**config.mk**
```make
export PLATFORM = sky130hd
export DESIGN_NAME = sha1_hash_engine_unit_flat
export DESIGN_NICKNAME = d
export VERILOG_FILES = /design/src/hw/rtl/sha1he_pkg.sv /design/src/hw/rtl/sha1he_if.sv /design/src/hw/rtl/sha1he_front.sv /design/src/hw/rtl/sha1he_core.sv /design/src/hw/rtl/sha1_hash_engine_unit.sv /design/src/flat_wrapper.sv
export SDC_FILE = /design/constraint.sdc
export NUM_CORES = 2
export LEC_CHECK = 0
export BUFFER_PORTS_ARGS = -buffer_cell sky130_fd_sc_hd__buf_2
export CAP_MARGIN = 20
export CORE_UTILIZATION = 45
export DETAILED_ROUTE_END_ITERATION = 6
export GPL_ROUTABILITY_DRIVEN = 1
export PLACE_DENSITY_LB_ADDON = 0.1
export SYNTH_ARGS = -nofsm -noshare
export SYNTH_HDL_FRONTEND = slang
export SYNTH_SLANG_ARGS = --single-unit
```
**constraint.sdc**
```tcl
create_clock -name clock -period 35.5 [get_ports clock]
set_input_delay 0 -clock clock [delete_from_list [all_inputs] [get_ports clock]]
set_output_delay 0 -clock clock [all_outputs]
set_load 0.02 [all_outputs]
```
**src/hw/rtl/sha1he_pkg.sv**
```systemverilog
// Shared types and constants for the SHA-1 hash engine.
package sha1he_pkg;

   typedef logic [31:0] word_type;

   // One queued request after the front end has dropped empty ones.
   typedef struct packed {
      logic [7:0] data_byte;
      logic       byte_present;
      logic       message_end;
   } entry_type;

   localparam word_type InitH0 = 32'h67452301;
   localparam word_type InitH1 = 32'hEFCDAB89;
   localparam word_type InitH2 = 32'h98BADCFE;
   localparam word_type InitH3 = 32'h10325476;
   localparam word_type InitH4 = 32'hC3D2E1F0;

   localparam word_type RoundK0 = 32'h5A827999;
   localparam word_type RoundK1 = 32'h6ED9EBA1;
   localparam word_type RoundK2 = 32'h8F1BBCDC;
   localparam word_type RoundK3 = 32'hCA62C1D6;

   localparam logic [7:0] PadMark = 8'h80;

   localparam int         DigestWords = 5;
   localparam logic [2:0] LastWordIndex = 3'd4;

   // Request queue between the front and back ends.
   localparam int         QueueDepth = 4;
   localparam int         QueuePtrBits = 2;
   localparam logic [2:0] QueueFull = 3'd4;

endpackage

```
**src/hw/rtl/sha1he_if.sv**
```systemverilog
// Valid/ready channel interfaces for the request and digest sides.
interface sha1he_req_if;
   logic       valid;
   logic       ready;
   logic [7:0] data_byte;
   logic       byte_present;
   logic       message_end;

   modport source (output valid, data_byte, byte_present, message_end, input ready);
   modport sink (input valid, data_byte, byte_present, message_end, output ready);
endinterface

interface sha1he_rsp_if;
   logic        valid;
   logic        ready;
   logic [31:0] digest_word;
   logic [2:0]  word_index;
   logic        last_word;

   modport source (output valid, digest_word, word_index, last_word, input ready);
   modport sink (input valid, digest_word, word_index, last_word, output ready);
endinterface

```
**src/hw/rtl/sha1he_front.sv**
```systemverilog
// Front end: accepts requests, drops empty ones, queues the rest.
module sha1he_front (
   input  logic                  clock,
   input  logic                  reset,
   sha1he_req_if.sink            req_chan,
   output sha1he_pkg::entry_type q_entry,
   output logic                  q_valid,
   input  logic                  q_ready
);

   sha1he_pkg::entry_type                 store_ff [sha1he_pkg::QueueDepth];
   logic [sha1he_pkg::QueuePtrBits-1:0]   wr_ptr_ff, wr_ptr_in;
   logic [sha1he_pkg::QueuePtrBits-1:0]   rd_ptr_ff, rd_ptr_in;
   logic [sha1he_pkg::QueuePtrBits:0]     count_ff, count_in;
   logic                                  accept;
   logic                                  push;
   logic                                  pop;

   assign req_chan.ready = (count_ff != sha1he_pkg::QueueFull);
   assign accept = req_chan.valid && req_chan.ready;
   // a request with no byte and no end has no effect: never queued
   assign push = accept && (req_chan.byte_present || req_chan.message_end);
   assign q_valid = (count_ff != '0);
   assign pop = q_valid && q_ready;
   assign q_entry = store_ff[rd_ptr_ff];

   always_comb begin
      wr_ptr_in = wr_ptr_ff;
      rd_ptr_in = rd_ptr_ff;
      count_in = count_ff;
      if (push) begin
         wr_ptr_in = wr_ptr_ff + 1'b1;
      end
      if (pop) begin
         rd_ptr_in = rd_ptr_ff + 1'b1;
      end
      priority if (push && !pop) begin
         count_in = count_ff + 1'b1;
      end else if (pop && !push) begin
         count_in = count_ff - 1'b1;
      end else begin
         count_in = count_ff;
      end
   end

   always_ff @(posedge clock) begin
      if (reset) begin
         wr_ptr_ff <= '0;
         rd_ptr_ff <= '0;
         count_ff <= '0;
      end else begin
         wr_ptr_ff <= wr_ptr_in;
         rd_ptr_ff <= rd_ptr_in;
         count_ff <= count_in;
      end
   end

   always_ff @(posedge clock) begin
      if (push) begin
         store_ff[wr_ptr_ff] <= '{data_byte:    req_chan.data_byte,
                                  byte_present: req_chan.byte_present,
                                  message_end:  req_chan.message_end};
      end
   end

endmodule

```
**src/hw/rtl/sha1he_core.sv**
```systemverilog
// Back end: block absorb, padding, 80-round compression and digest output.
module sha1he_core (
   input  logic                  clock,
   input  logic                  reset,
   input  sha1he_pkg::entry_type q_entry,
   input  logic                  q_valid,
   output logic                  q_ready,
   sha1he_rsp_if.source          rsp_chan
);

   localparam logic [2:0] S_IDLE   = 3'd0;
   localparam logic [2:0] S_PAD    = 3'd1;
   localparam logic [2:0] S_ROUND  = 3'd2;
   localparam logic [2:0] S_FINISH = 3'd3;
   localparam logic [2:0] S_EMIT   = 3'd4;

   localparam logic [6:0] LastRound = 7'd79;
   localparam logic [5:0] LastFill  = 6'd63;
   localparam logic [5:0] LenFill   = 6'd56;

   logic [2:0]                state_ff, state_in;
   logic [5:0]                fill_ff, fill_in;
   logic [63:0]               bits_ff, bits_in;
   sha1he_pkg::word_type      chain_ff [sha1he_pkg::DigestWords];
   sha1he_pkg::word_type      chain_in [sha1he_pkg::DigestWords];
   logic                      pad_ff, pad_in;
   logic                      mark_ff, mark_in;
   logic [3:0]                len_cnt_ff, len_cnt_in;
   logic [2:0]                word_cnt_ff, word_cnt_in;
   logic [6:0]                round_ff, round_in;
   logic                      rsp_valid_ff, rsp_valid_in;

   // payload registers
   sha1he_pkg::word_type      win_ff [16];
   sha1he_pkg::word_type      win_in [16];
   sha1he_pkg::word_type      a_ff, b_ff, c_ff, d_ff, e_ff;
   sha1he_pkg::word_type      a_in, b_in, c_in, d_in, e_in;
   sha1he_pkg::word_type      rsp_word_ff, rsp_word_in;
   logic [2:0]                rsp_index_ff, rsp_index_in;
   logic                      rsp_last_ff, rsp_last_in;

   logic                      push_en;
   logic [7:0]                push_val;
   logic                      to_compress;
   logic                      len_phase;
   logic [63:0]               len_shift;
   logic                      out_load;
   sha1he_pkg::word_type      f_val;
   sha1he_pkg::word_type      k_val;
   sha1he_pkg::word_type      t_val;
   sha1he_pkg::word_type      sched_x;

   assign q_ready = (state_ff == S_IDLE);
   assign out_load = !rsp_valid_ff || rsp_chan.ready;

   assign rsp_chan.valid = rsp_valid_ff;
   assign rsp_chan.digest_word = rsp_word_ff;
   assign rsp_chan.word_index = rsp_index_ff;
   assign rsp_chan.last_word = rsp_last_ff;

   // length bytes go out most significant first
   assign len_shift = bits_ff >> {~len_cnt_ff[2:0], 3'b000};
   assign len_phase = mark_ff && !((len_cnt_ff == 4'd0) && (fill_ff != LenFill));

   always_comb begin
      push_en = 1'b0;
      push_val = q_entry.data_byte;
      priority if (state_ff == S_IDLE) begin
         push_en = q_valid && q_entry.byte_present;
      end else if (state_ff == S_PAD) begin
         push_en = 1'b1;
         priority if (!mark_ff) begin
            push_val = sha1he_pkg::PadMark;
         end else if (len_phase) begin
            push_val = len_shift[7:0];
         end else begin
            push_val = 8'h00;
         end
      end else begin
         push_en = 1'b0;
      end
   end

   assign to_compress = push_en && (fill_ff == LastFill);

   // round function
   always_comb begin
      priority if (round_ff < 7'd20) begin
         f_val = (b_ff & c_ff) | (~b_ff & d_ff);
         k_val = sha1he_pkg::RoundK0;
      end else if (round_ff < 7'd40) begin
         f_val = b_ff ^ c_ff ^ d_ff;
         k_val = sha1he_pkg::RoundK1;
      end else if (round_ff < 7'd60) begin
         f_val = (b_ff & c_ff) | (b_ff & d_ff) | (c_ff & d_ff);
         k_val = sha1he_pkg::RoundK2;
      end else begin
         f_val = b_ff ^ c_ff ^ d_ff;
         k_val = sha1he_pkg::RoundK3;
      end
   end

   assign t_val = {a_ff[26:0], a_ff[31:27]} + f_val + e_ff + k_val + win_ff[0];
   // window holds w[t..t+15]; this makes w[t+16]
   assign sched_x = win_ff[13] ^ win_ff[8] ^ win_ff[2] ^ win_ff[0];

   always_comb begin
      state_in = state_ff;
      fill_in = fill_ff;
      bits_in = bits_ff;
      chain_in = chain_ff;
      pad_in = pad_ff;
      mark_in = mark_ff;
      len_cnt_in = len_cnt_ff;
      word_cnt_in = word_cnt_ff;
      round_in = round_ff;
      rsp_valid_in = rsp_valid_ff && !rsp_chan.ready;
      win_in = win_ff;
      a_in = a_ff;
      b_in = b_ff;
      c_in = c_ff;
      d_in = d_ff;
      e_in = e_ff;
      rsp_word_in = rsp_word_ff;
      rsp_index_in = rsp_index_ff;
      rsp_last_in = rsp_last_ff;

      if (push_en) begin
         for (int k = 0; k < 15; k++) begin
            win_in[k] = {win_ff[k][23:0], win_ff[k+1][31:24]};
         end
         win_in[15] = {win_ff[15][23:0], push_val};
         fill_in = fill_ff + 1'b1;
      end

      unique case (state_ff)
         S_IDLE: begin
            if (q_valid) begin
               if (q_entry.byte_present) begin
                  bits_in = bits_ff + 64'd8;
               end
               priority if (to_compress) begin
                  state_in = S_ROUND;
                  pad_in = q_entry.message_end;
               end else if (q_entry.message_end) begin
                  state_in = S_PAD;
                  pad_in = 1'b1;
               end else begin
                  state_in = S_IDLE;
               end
            end
         end
         S_PAD: begin
            priority if (!mark_ff) begin
               mark_in = 1'b1;
            end else if (len_phase) begin
               len_cnt_in = len_cnt_ff + 1'b1;
            end else begin
               mark_in = 1'b1;
            end
            if (to_compress) begin
               state_in = S_ROUND;
            end
         end
         S_ROUND: begin
            for (int k = 0; k < 15; k++) begin
               win_in[k] = win_ff[k+1];
            end
            win_in[15] = {sched_x[30:0], sched_x[31]};
            a_in = t_val;
            b_in = a_ff;
            c_in = {b_ff[1:0], b_ff[31:2]};
            d_in = c_ff;
            e_in = d_ff;
            round_in = round_ff + 1'b1;
            if (round_ff == LastRound) begin
               state_in = S_FINISH;
            end
         end
         S_FINISH: begin
            chain_in[0] = chain_ff[0] + a_ff;
            chain_in[1] = chain_ff[1] + b_ff;
            chain_in[2] = chain_ff[2] + c_ff;
            chain_in[3] = chain_ff[3] + d_ff;
            chain_in[4] = chain_ff[4] + e_ff;
            priority if (!pad_ff) begin
               state_in = S_IDLE;
            end else if (len_cnt_ff[3]) begin
               state_in = S_EMIT;
            end else begin
               state_in = S_PAD;
            end
         end
         S_EMIT: begin
            if (out_load) begin
               rsp_valid_in = 1'b1;
               rsp_word_in = chain_ff[word_cnt_ff];
               rsp_index_in = word_cnt_ff;
               rsp_last_in = (word_cnt_ff == sha1he_pkg::LastWordIndex);
               word_cnt_in = word_cnt_ff + 1'b1;
               if (word_cnt_ff == sha1he_pkg::LastWordIndex) begin
                  chain_in[0] = sha1he_pkg::InitH0;
                  chain_in[1] = sha1he_pkg::InitH1;
                  chain_in[2] = sha1he_pkg::InitH2;
                  chain_in[3] = sha1he_pkg::InitH3;
                  chain_in[4] = sha1he_pkg::InitH4;
                  bits_in = '0;
                  pad_in = 1'b0;
                  mark_in = 1'b0;
                  len_cnt_in = '0;
                  word_cnt_in = '0;
                  state_in = S_IDLE;
               end
            end
         end
         default: begin
            state_in = S_IDLE;
         end
      endcase

      if (to_compress) begin
         a_in = chain_ff[0];
         b_in = chain_ff[1];
         c_in = chain_ff[2];
         d_in = chain_ff[3];
         e_in = chain_ff[4];
         round_in = '0;
      end
   end

   always_ff @(posedge clock) begin
      if (reset) begin
         state_ff <= S_IDLE;
         fill_ff <= '0;
         bits_ff <= '0;
         chain_ff[0] <= sha1he_pkg::InitH0;
         chain_ff[1] <= sha1he_pkg::InitH1;
         chain_ff[2] <= sha1he_pkg::InitH2;
         chain_ff[3] <= sha1he_pkg::InitH3;
         chain_ff[4] <= sha1he_pkg::InitH4;
         pad_ff <= 1'b0;
         mark_ff <= 1'b0;
         len_cnt_ff <= '0;
         word_cnt_ff <= '0;
         round_ff <= '0;
         rsp_valid_ff <= 1'b0;
      end else begin
         state_ff <= state_in;
         fill_ff <= fill_in;
         bits_ff <= bits_in;
         chain_ff <= chain_in;
         pad_ff <= pad_in;
         mark_ff <= mark_in;
         len_cnt_ff <= len_cnt_in;
         word_cnt_ff <= word_cnt_in;
         round_ff <= round_in;
         rsp_valid_ff <= rsp_valid_in;
      end
   end

   always_ff @(posedge clock) begin
      win_ff <= win_in;
      a_ff <= a_in;
      b_ff <= b_in;
      c_ff <= c_in;
      d_ff <= d_in;
      e_ff <= e_in;
      rsp_word_ff <= rsp_word_in;
      rsp_index_ff <= rsp_index_in;
      rsp_last_ff <= rsp_last_in;
   end

endmodule

```
**src/hw/rtl/sha1_hash_engine_unit.sv**
```systemverilog
// SHA-1 hash engine top level: request queue front end and hashing back end.
//
// Feeds a message one byte per request and returns its SHA-1 digest as five
// 32-bit words, most significant byte first, word_index 0 to 4, last_word on
// the fifth. A request with message_end closes the message (its byte, if
// present, is part of it); a request with neither byte nor end is dropped.
// The front end queues up to four requests. The back end absorbs one byte a
// cycle while idle; each full 64-byte block then runs one compression round
// per cycle, 80 rounds followed by the chaining add, and no bytes are taken
// while a block is compressed. Closing a message adds up to 64 padding bytes
// per block still to fill, one or two compressions, and the output of the
// five digest words; then the engine is reset to the initial chaining value
// for the next message.
module sha1_hash_engine_unit (
   input logic           clock,
   input logic           reset,
   sha1he_req_if.sink    req_chan,
   sha1he_rsp_if.source  rsp_chan
);

   sha1he_pkg::entry_type q_entry;
   logic                  q_valid;
   logic                  q_ready;

   sha1he_front u_front (
      .clock    (clock),
      .reset    (reset),
      .req_chan (req_chan),
      .q_entry  (q_entry),
      .q_valid  (q_valid),
      .q_ready  (q_ready)
   );

   sha1he_core u_core (
      .clock    (clock),
      .reset    (reset),
      .q_entry  (q_entry),
      .q_valid  (q_valid),
      .q_ready  (q_ready),
      .rsp_chan (rsp_chan)
   );

endmodule
```
**src/flat_wrapper.sv**
```systemverilog
// flat-port wrapper written by rule: the top's interface ports become plain ports
module sha1_hash_engine_unit_flat 
  (clock, reset, req_chan_valid, req_chan_data_byte, req_chan_byte_present, req_chan_message_end, req_chan_ready, rsp_chan_valid, rsp_chan_digest_word, rsp_chan_word_index, rsp_chan_last_word, rsp_chan_ready);
  sha1he_req_if req_chan_i ();
  sha1he_rsp_if rsp_chan_i ();
  input logic clock;
  input logic reset;
  input wire logic [$bits(req_chan_i.valid)-1:0] req_chan_valid;
  input wire logic [$bits(req_chan_i.data_byte)-1:0] req_chan_data_byte;
  input wire logic [$bits(req_chan_i.byte_present)-1:0] req_chan_byte_present;
  input wire logic [$bits(req_chan_i.message_end)-1:0] req_chan_message_end;
  output wire logic [$bits(req_chan_i.ready)-1:0] req_chan_ready;
  output wire logic [$bits(rsp_chan_i.valid)-1:0] rsp_chan_valid;
  output wire logic [$bits(rsp_chan_i.digest_word)-1:0] rsp_chan_digest_word;
  output wire logic [$bits(rsp_chan_i.word_index)-1:0] rsp_chan_word_index;
  output wire logic [$bits(rsp_chan_i.last_word)-1:0] rsp_chan_last_word;
  input wire logic [$bits(rsp_chan_i.ready)-1:0] rsp_chan_ready;
  assign req_chan_i.valid = req_chan_valid;
  assign req_chan_i.data_byte = req_chan_data_byte;
  assign req_chan_i.byte_present = req_chan_byte_present;
  assign req_chan_i.message_end = req_chan_message_end;
  assign req_chan_ready = req_chan_i.ready;
  assign rsp_chan_valid = rsp_chan_i.valid;
  assign rsp_chan_digest_word = rsp_chan_i.digest_word;
  assign rsp_chan_word_index = rsp_chan_i.word_index;
  assign rsp_chan_last_word = rsp_chan_i.last_word;
  assign rsp_chan_i.ready = rsp_chan_ready;
  sha1_hash_engine_unit u_core (.clock(clock), .reset(reset), .req_chan(req_chan_i), .rsp_chan(rsp_chan_i));
endmodule
```
After elaboration in Yosys (flattened, before gate mapping). Memory sizes are Yosys's and may differ from the RTL's. A register that Yosys moved wholly into a read port is not among the register bits. Cells that the tools add are included. Widths: inputs -> output; s select.

Magnitude comparators: 4. Equality and inequality tests: 18. Reductions and logical operators: 34. Shift-type cells: 1. Bitwise gates (word level): 15. Mux-type cells: 66. Add/subtract/negate cells: 18.

Operator list (count): $mux 512 (2); $mux 32 (17); $mux 160 (2); $pmux 160 s2 (1); $add 32x32->32 (9); $mux 64 (4); $xor 32x32->32 (5); $and 32x32->32 (4); $pmux 64 s2 (1); $bmux 32 s3 (1); $or 32x32->32 (3); $add 64x4->64 const B (1); $shr 64x6->8 (1); $mux 8 (4); $not 32->32 (1); $mux 31 (1); $mux 3 (10); $reduce_and 5->1 (4); $mux 4 (4); $ne 2x2->1 const B (8); $pmux 3 s5 (1); $lt 7x6->1 const B (2); $mux 1 (12); $reduce_bool 2->1 (6); 29 further kinds (52).

Memories: 1. Input bits: 14. Memory bits (writable): 40. Word-level logic and storage cells: 198. Register bits after elaboration: 965.

Memory list: u_core.u_front.store_ff (words 4, width 10, read ports 1, clocked after Yosys merged registers in 1, write ports 1, line sha1he_front.sv:11) `sha1he_pkg::entry_type store_ff [sha1he_pkg::QueueDepth];`.

Depth between registers and ports, before layout.
Depth in word-level cells: 12. Gate-level depth with buffers: 24. Mapped depth without buffers: 22.

Hierarchy. Synthesis repeated with hierarchy kept, for this count alone.

Cell total of the unflattened synthesis: 5893. Area, all modules: 55588.3 um^2.

Modules (own cells, without submodules): sha1he_core (instances 1, area each 53657.7 um^2, cells an instance 5792); sha1he_front (instances 1, area each 1930.6 um^2, cells an instance 101).

Least setup slack after synthesis. OpenSTA, ideal clock, no wires.

Kind: register -> register. From: reg u_core.u_core.state_ff[2]. To: reg u_core.u_core.win_ff[0] (netlist bit) (enable). Period minus slack after synthesis: 13468 ps. Stages on the path, launching flop included: 7. Path slack: 22032 ps. Data arrival time: 9814 ps. Cell sequence: dfxtp_1 > clkbuf_1 > or3b_2 > clkbuf_1 > clkbuf_1 > clkbuf_1 > nand2_1.

Word-level cells in the longest chain between the ends: 4.

RTL lines: start, declared (line sha1he_core.sv:21) `logic [2:0] state_ff, state_in;`; start signal, assigned (line sha1he_core.sv:248) `state_ff <= state_in;`; $eq 3x1->1 (line sha1he_core.sv:70) `end else if (state_ff == S_PAD) begin`; $mux 1 (line sha1he_core.sv:70); $mux 1 (line sha1he_core.sv:68) `priority if (state_ff == S_IDLE) begin`; $reduce_bool 2->1 (no source line) (*); end signal, assigned (line sha1he_core.sv:262) `win_ff <= win_in;`; end, declared (line sha1he_core.sv:34) `sha1he_pkg::word_type win_ff [16];`.

Every way passes the cells marked *; elsewhere a longest branch is shown, timed or not. A chain may end at the register's enable or synchronous reset.

Worst setup path in the final report.
From: reg u_core.u_core.round_ff[3]. To: reg u_core.u_core.a_ff[29] (data pin).

Word-level cells in the longest chain between the ends: 10.

RTL lines: start, declared (line sha1he_core.sv:30) `logic [6:0] round_ff, round_in;`; start signal, assigned (line sha1he_core.sv:256) `round_ff <= round_in;`; $lt 7x6->1 (line sha1he_core.sv:94) `end else if (round_ff < 7'd60) begin`; $mux 32 (line sha1he_core.sv:94); $mux 32 (line sha1he_core.sv:91) `end else if (round_ff < 7'd40) begin`; $mux 32 (line sha1he_core.sv:88) `priority if (round_ff < 7'd20) begin`; $add 32x32->32 (2 in a row) (line sha1he_core.sv:103) `assign t_val = {a_ff[26:0], a_ff[31:27]} + f_val + e_ff + k_val + win_ff[0];`; $add 32x32->32 (*) (2 in a row) (line sha1he_core.sv:103); $mux 32 (*) (line sha1he_core.sv:136) `unique case (state_ff)`; $mux 32 (*) (line sha1he_core.sv:221) `if (to_compress) begin`; named net u_core.u_core.a_in[29] (line sha1he_core.sv:37) `sha1he_pkg::word_type a_in, b_in, c_in, d_in, e_in;`; end signal, assigned (line sha1he_core.sv:263) `a_ff <= a_in;`; end, declared (line sha1he_core.sv:36) `sha1he_pkg::word_type a_ff, b_ff, c_ff, d_ff, e_ff;`.

Mark *: on every way through the listed nets, which the timed path passes. The rest lies on a longest branch. The select of a mux whose other input is x is not followed.

==> results by group <==
Yosys
  • Yosys cell types: between 80 and 90
  • Fraction of synthesis flops using an asynchronous set or reset pin: 0
  • Mapped Cells: slightly below 6000
  • Synth top area cells: edfxtp_1 (40%), nand2_1 (14%), dfxtp_1 (9.2%)
  • Post-synth top area share: 0.4036
  • Area of the mapped netlist: around 56000 um^2
  • Mapped Avg Cell Area: 9.448 um^2
  • Main flop type after synthesis: edfxtp_1
  • Yosys reg bits: 1004
  • Syn Nets: 6237
  • Most area-hungry cell type in the Yosys netlist: edfxtp_1
  • YS warnings: 0
  • Seq/Total Area, Yosys: 0.4956
  • Post-synth EDFFs: roughly 750

Die
  • I/O pins: between 50 and 60
  • Row cnt: roughly 130
  • DIE HEIGHT: ~350 um
  • Die area: around 130000 um^2
  • Core area: 122200 um^2
  • Starting density of the core: 0.4555
  • Die width: about 350 um

Pwr
  • Sequential Power Share: 0.446
  • Worst vdd ir: roughly 0.093 mV
  • Int Power: approximately 3.1 mW
  • Clk pwr share: 0.256
  • Static Leak: 25.10 nW
  • Net switching power: between 1.5 and 2 mW
  • Cell Pwr Density: roughly 76 nW/um^2
  • Comb power frac: 0.297
  • Overall power: 4.685 mW
  • Sw Ratio: 0.3432

Cells and area
  • Commonest non-fill, non-tap cell in the layout: nand2_1
  • Final nets: around 6200
  • Area delta synth->final: 10.46%
  • Most frequent cells in the layout: nand2_1 (2013), edfxtp_1 (748), inv_1 (284), nor2_1 (283), o21ai_0 (273)
  • Final cell count without fillers: about 7600
  • Ratio of cells with drive above 1 in the final layout: 0.06651

STA
  • Least-Margin Pin Slew: roughly 1.1 ns
  • Post-route clock period utilization: 0.1810
  • Max Transition Viols Final: 0
  • Hold WS: ~0.21 ns
  • Final Hold Viols: 0
  • Minimum clock period: 6.425 ns
  • Final worst setup slack: just under 30 ns
  • Worst Skew: approximately 0.045 ns
  • Unrepaired setup endpoints after global routing: no
  • Sum Neg Setup Slack: 0 ns
  • Slew margin rel.: 0.2557
  • F_max: 0.1556 GHz
  • Final setup viols: 0

Run
  • Maxcap violations: 0

Detailed routing
  • Vias per cell: roughly 5.5
  • DR vias: 41500
  • Routed wire length: 157400 um
  • Routed len/inst: a little over 20 um
  • # DRC: 3
  • Drt pass-1 iters: 7
  • Post-route ant nets: 0
  • Detailed Route Iter0 Violations: between 3000 and 4000

Placement
  • Number of buffers added on ports: between 50 and 60
  • Placed cell count: between 7000 and 8000
  • HPWL after detailed placement: between 100000 and 150000 um
  • Final Wtd Congestion: approximately 0.90
  • Dpl ws: between 20 and 30 ns

Outcome
  • Outcome: finished, violations left
  • Failing checks: design-rule violations

Worst setup path
  • Crit path max fanout: 22
  • CP endpoint kind: flip-flop
  • Slowest stage delay, CP: approximately 0.8 ns
  • Critical Path Sink: u_core.u_core.a_ff[29]
  • Reg2reg setup slack: between 20 and 30 ns
  • Reg-to-Reg End: u_core.u_core.a_ff[29]
  • Kind of critical path: reg2reg
  • Critical path's slowest cell: a2111oi_0
  • Reg2Reg Depth: 23
  • Crit. Startpoint: u_core.u_core.round_ff[3]
  • Most frequent CP cell: o21ai_0
  • Data arrival time of the worst path: between 6 and 7 ns
  • Worst path cell trace: o21ai_0 > nor3_2 > buf_4 > a21oi_2 > buf_4 > a221oi_1 > fa_1 > fa_1 > inv_1 > ha_1 > inv_1 > fa_1 > nor2b_1 > o21ai_0 > a21oi_1 > o31ai_1 > a2111oi_0 > o21ai_0 > a211oi_1 > a21o_1 > nor2_1 > xor2_1 > o21ai_0
  • FF-to-FF Start: u_core.u_core.round_ff[3]
  • Startpoint Class: flip-flop
  • WP data required: around 36 ns

Clocking
  • H-tree level count: 3
  • Skew-Pair Late Insertion Delay: approximately 0.76 ns
  • Clock sinks: 1004
  • Post-CTS Setup Repair Bufs: 0
  • Clk slew on worst S/H paths: ~0.060 ns
  • Max clock buf depth: 3
  • Num CTS Buffers: roughly 110
  • CTS tree: done
  • Clock tree root driver cell: clkbuf_16

Global routing
  • Largest net degree at the start of global routing: between 150 and 200
  • Overflow after GRT: 0
  • GRT Total Usage: 0.2494
  • First-pass GRT wire length: 242200 um
  • Vias in the first global route: roughly 40000
  • Initial antenna violation count: 0

Min path
  • Hold Startpoint: rsp_chan_ready
  • Hold Crit Class: in2reg
-- worst max-delay path: cells and delay by family (launching register included) --
family,cells,cell delay (ns)
and+or+nand+nor,3,0.30
adders and majority gates,4,1.55
xor gates and xnor gates,1,0.13
buffers and inverters,4,0.74
DFF,1,0.45
AOI/OAI and AO/OA,11,2.94
-- Yosys cell counts, types with 68 or more instances --
cell      instances
dfxtp_1         256
nand2b_1         68
a21o_1           88
nand2_1        2015
fa_1            126
a21oi_1         270
o21ai_0         273
nor3_1           70
xor2_1           91
inv_1           285
edfxtp_1        748
xnor2_1         208
clkbuf_1        239
ha_1            206
nor2_1          287
-- state kept, by name, indices dropped and copies added (netlist names), 2 cells and up, named ones only --
register,count
u_core.u_core.bits_ff,61
u_core.u_core.e_ff,32
u_core.u_core.rsp_chan.word_index,3
u_core.u_core.b_ff,32
u_core.u_core.rsp_chan.digest_word,32
u_core.u_core.round_ff,7
u_core.u_front.wr_ptr_ff,2
u_core.u_core.chain_ff,160
u_core.u_core.c_ff,32
u_core.u_core.len_cnt_ff,4
u_core.u_front.rd_ptr_ff,2
u_core.u_core.word_cnt_ff,3
u_core.u_front.store_ff,40
u_core.u_front.count_ff,3
u_core.u_core.state_ff,3
u_core.u_core.a_ff,32
u_core.u_core.fill_ff,6
u_core.u_core.win_ff,512
u_core.u_core.d_ff,32
-- repair_timing --
action	4_1_cts	5_1_grt
resized for setup	0	0
hold endpoints to repair	77	0
hold buffers	23	0
-- through the flow --
step | instance area, um^2 | utilization
finish | 61480 | 0.5031
global route | 61480 | 0.5031
CTS | 61450 | 0.5029
detailed placement | 57440 | 0.4700
global placement | 57440 | 0.4700
floorplan | 55660 | -
-- logic make-up after synthesis --
logic type               synth area share
AO/OA/AOI/OAI                     0.09918
adder cells (fa/ha/maj)           0.09163
AND/OR/NAND/NOR                    0.1992
buffers and inverters             0.03714
multiplexers                      0.03015
flip-flops                         0.4956
XOR/XNOR                          0.04705
-- per-layer routing --
layer  up-vias  part of all wire  global-route usage
li1      20030                 -                   -
met2       982              0.46              0.3972
met1     20270              0.47              0.3563
met4         0             0.028             0.07377
met3       219             0.042             0.03041
met5         -                 0                   0
-- cell type report --
class,instances,area [um^2]
well taps,1625,2033
repair buffers,129,933.4
fillers,11520,60720
inverters,285,1070
diodes,1,2.502
clock buffers,154,3102
clock inverters,58,680.7
flip-flops and latches,1004,27590
multi-input cells,4339,26070
-- how the worst min path moves through the flow --
stage,endpoint,depth (start not counted),slack [ns]
6_report,u_core.u_core.rsp_chan.valid,4,0.21
2_1_floorplan,u_core.u_front.store_ff[0][0],0,0.1
3_3_place_gp,u_core.u_front.store_ff[2][2],1,0.22
5_1_grt,u_core.u_core.rsp_chan.valid,4,0.25
3_5_place_dp,u_core.u_front.store_ff[3][4],1,0.23
4_1_cts,u_core.u_core.rsp_chan.valid,4,0.19
-- power by group through the flow --
stage / Combinational (mW) / Clock, mW / Sequential (mW)
after floorplan: 1.06 / 0 / 2.23
after global placement: 1.37 / 0 / 2.11
after detailed placement: 1.39 / 0 / 2.11
after CTS: 1.40 / 1.23 / 2.09
after global routing: 1.58 / 1.27 / 2.14
final: 1.39 / 1.20 / 2.09
Note: power is estimated with default switching activity, not from simulation.
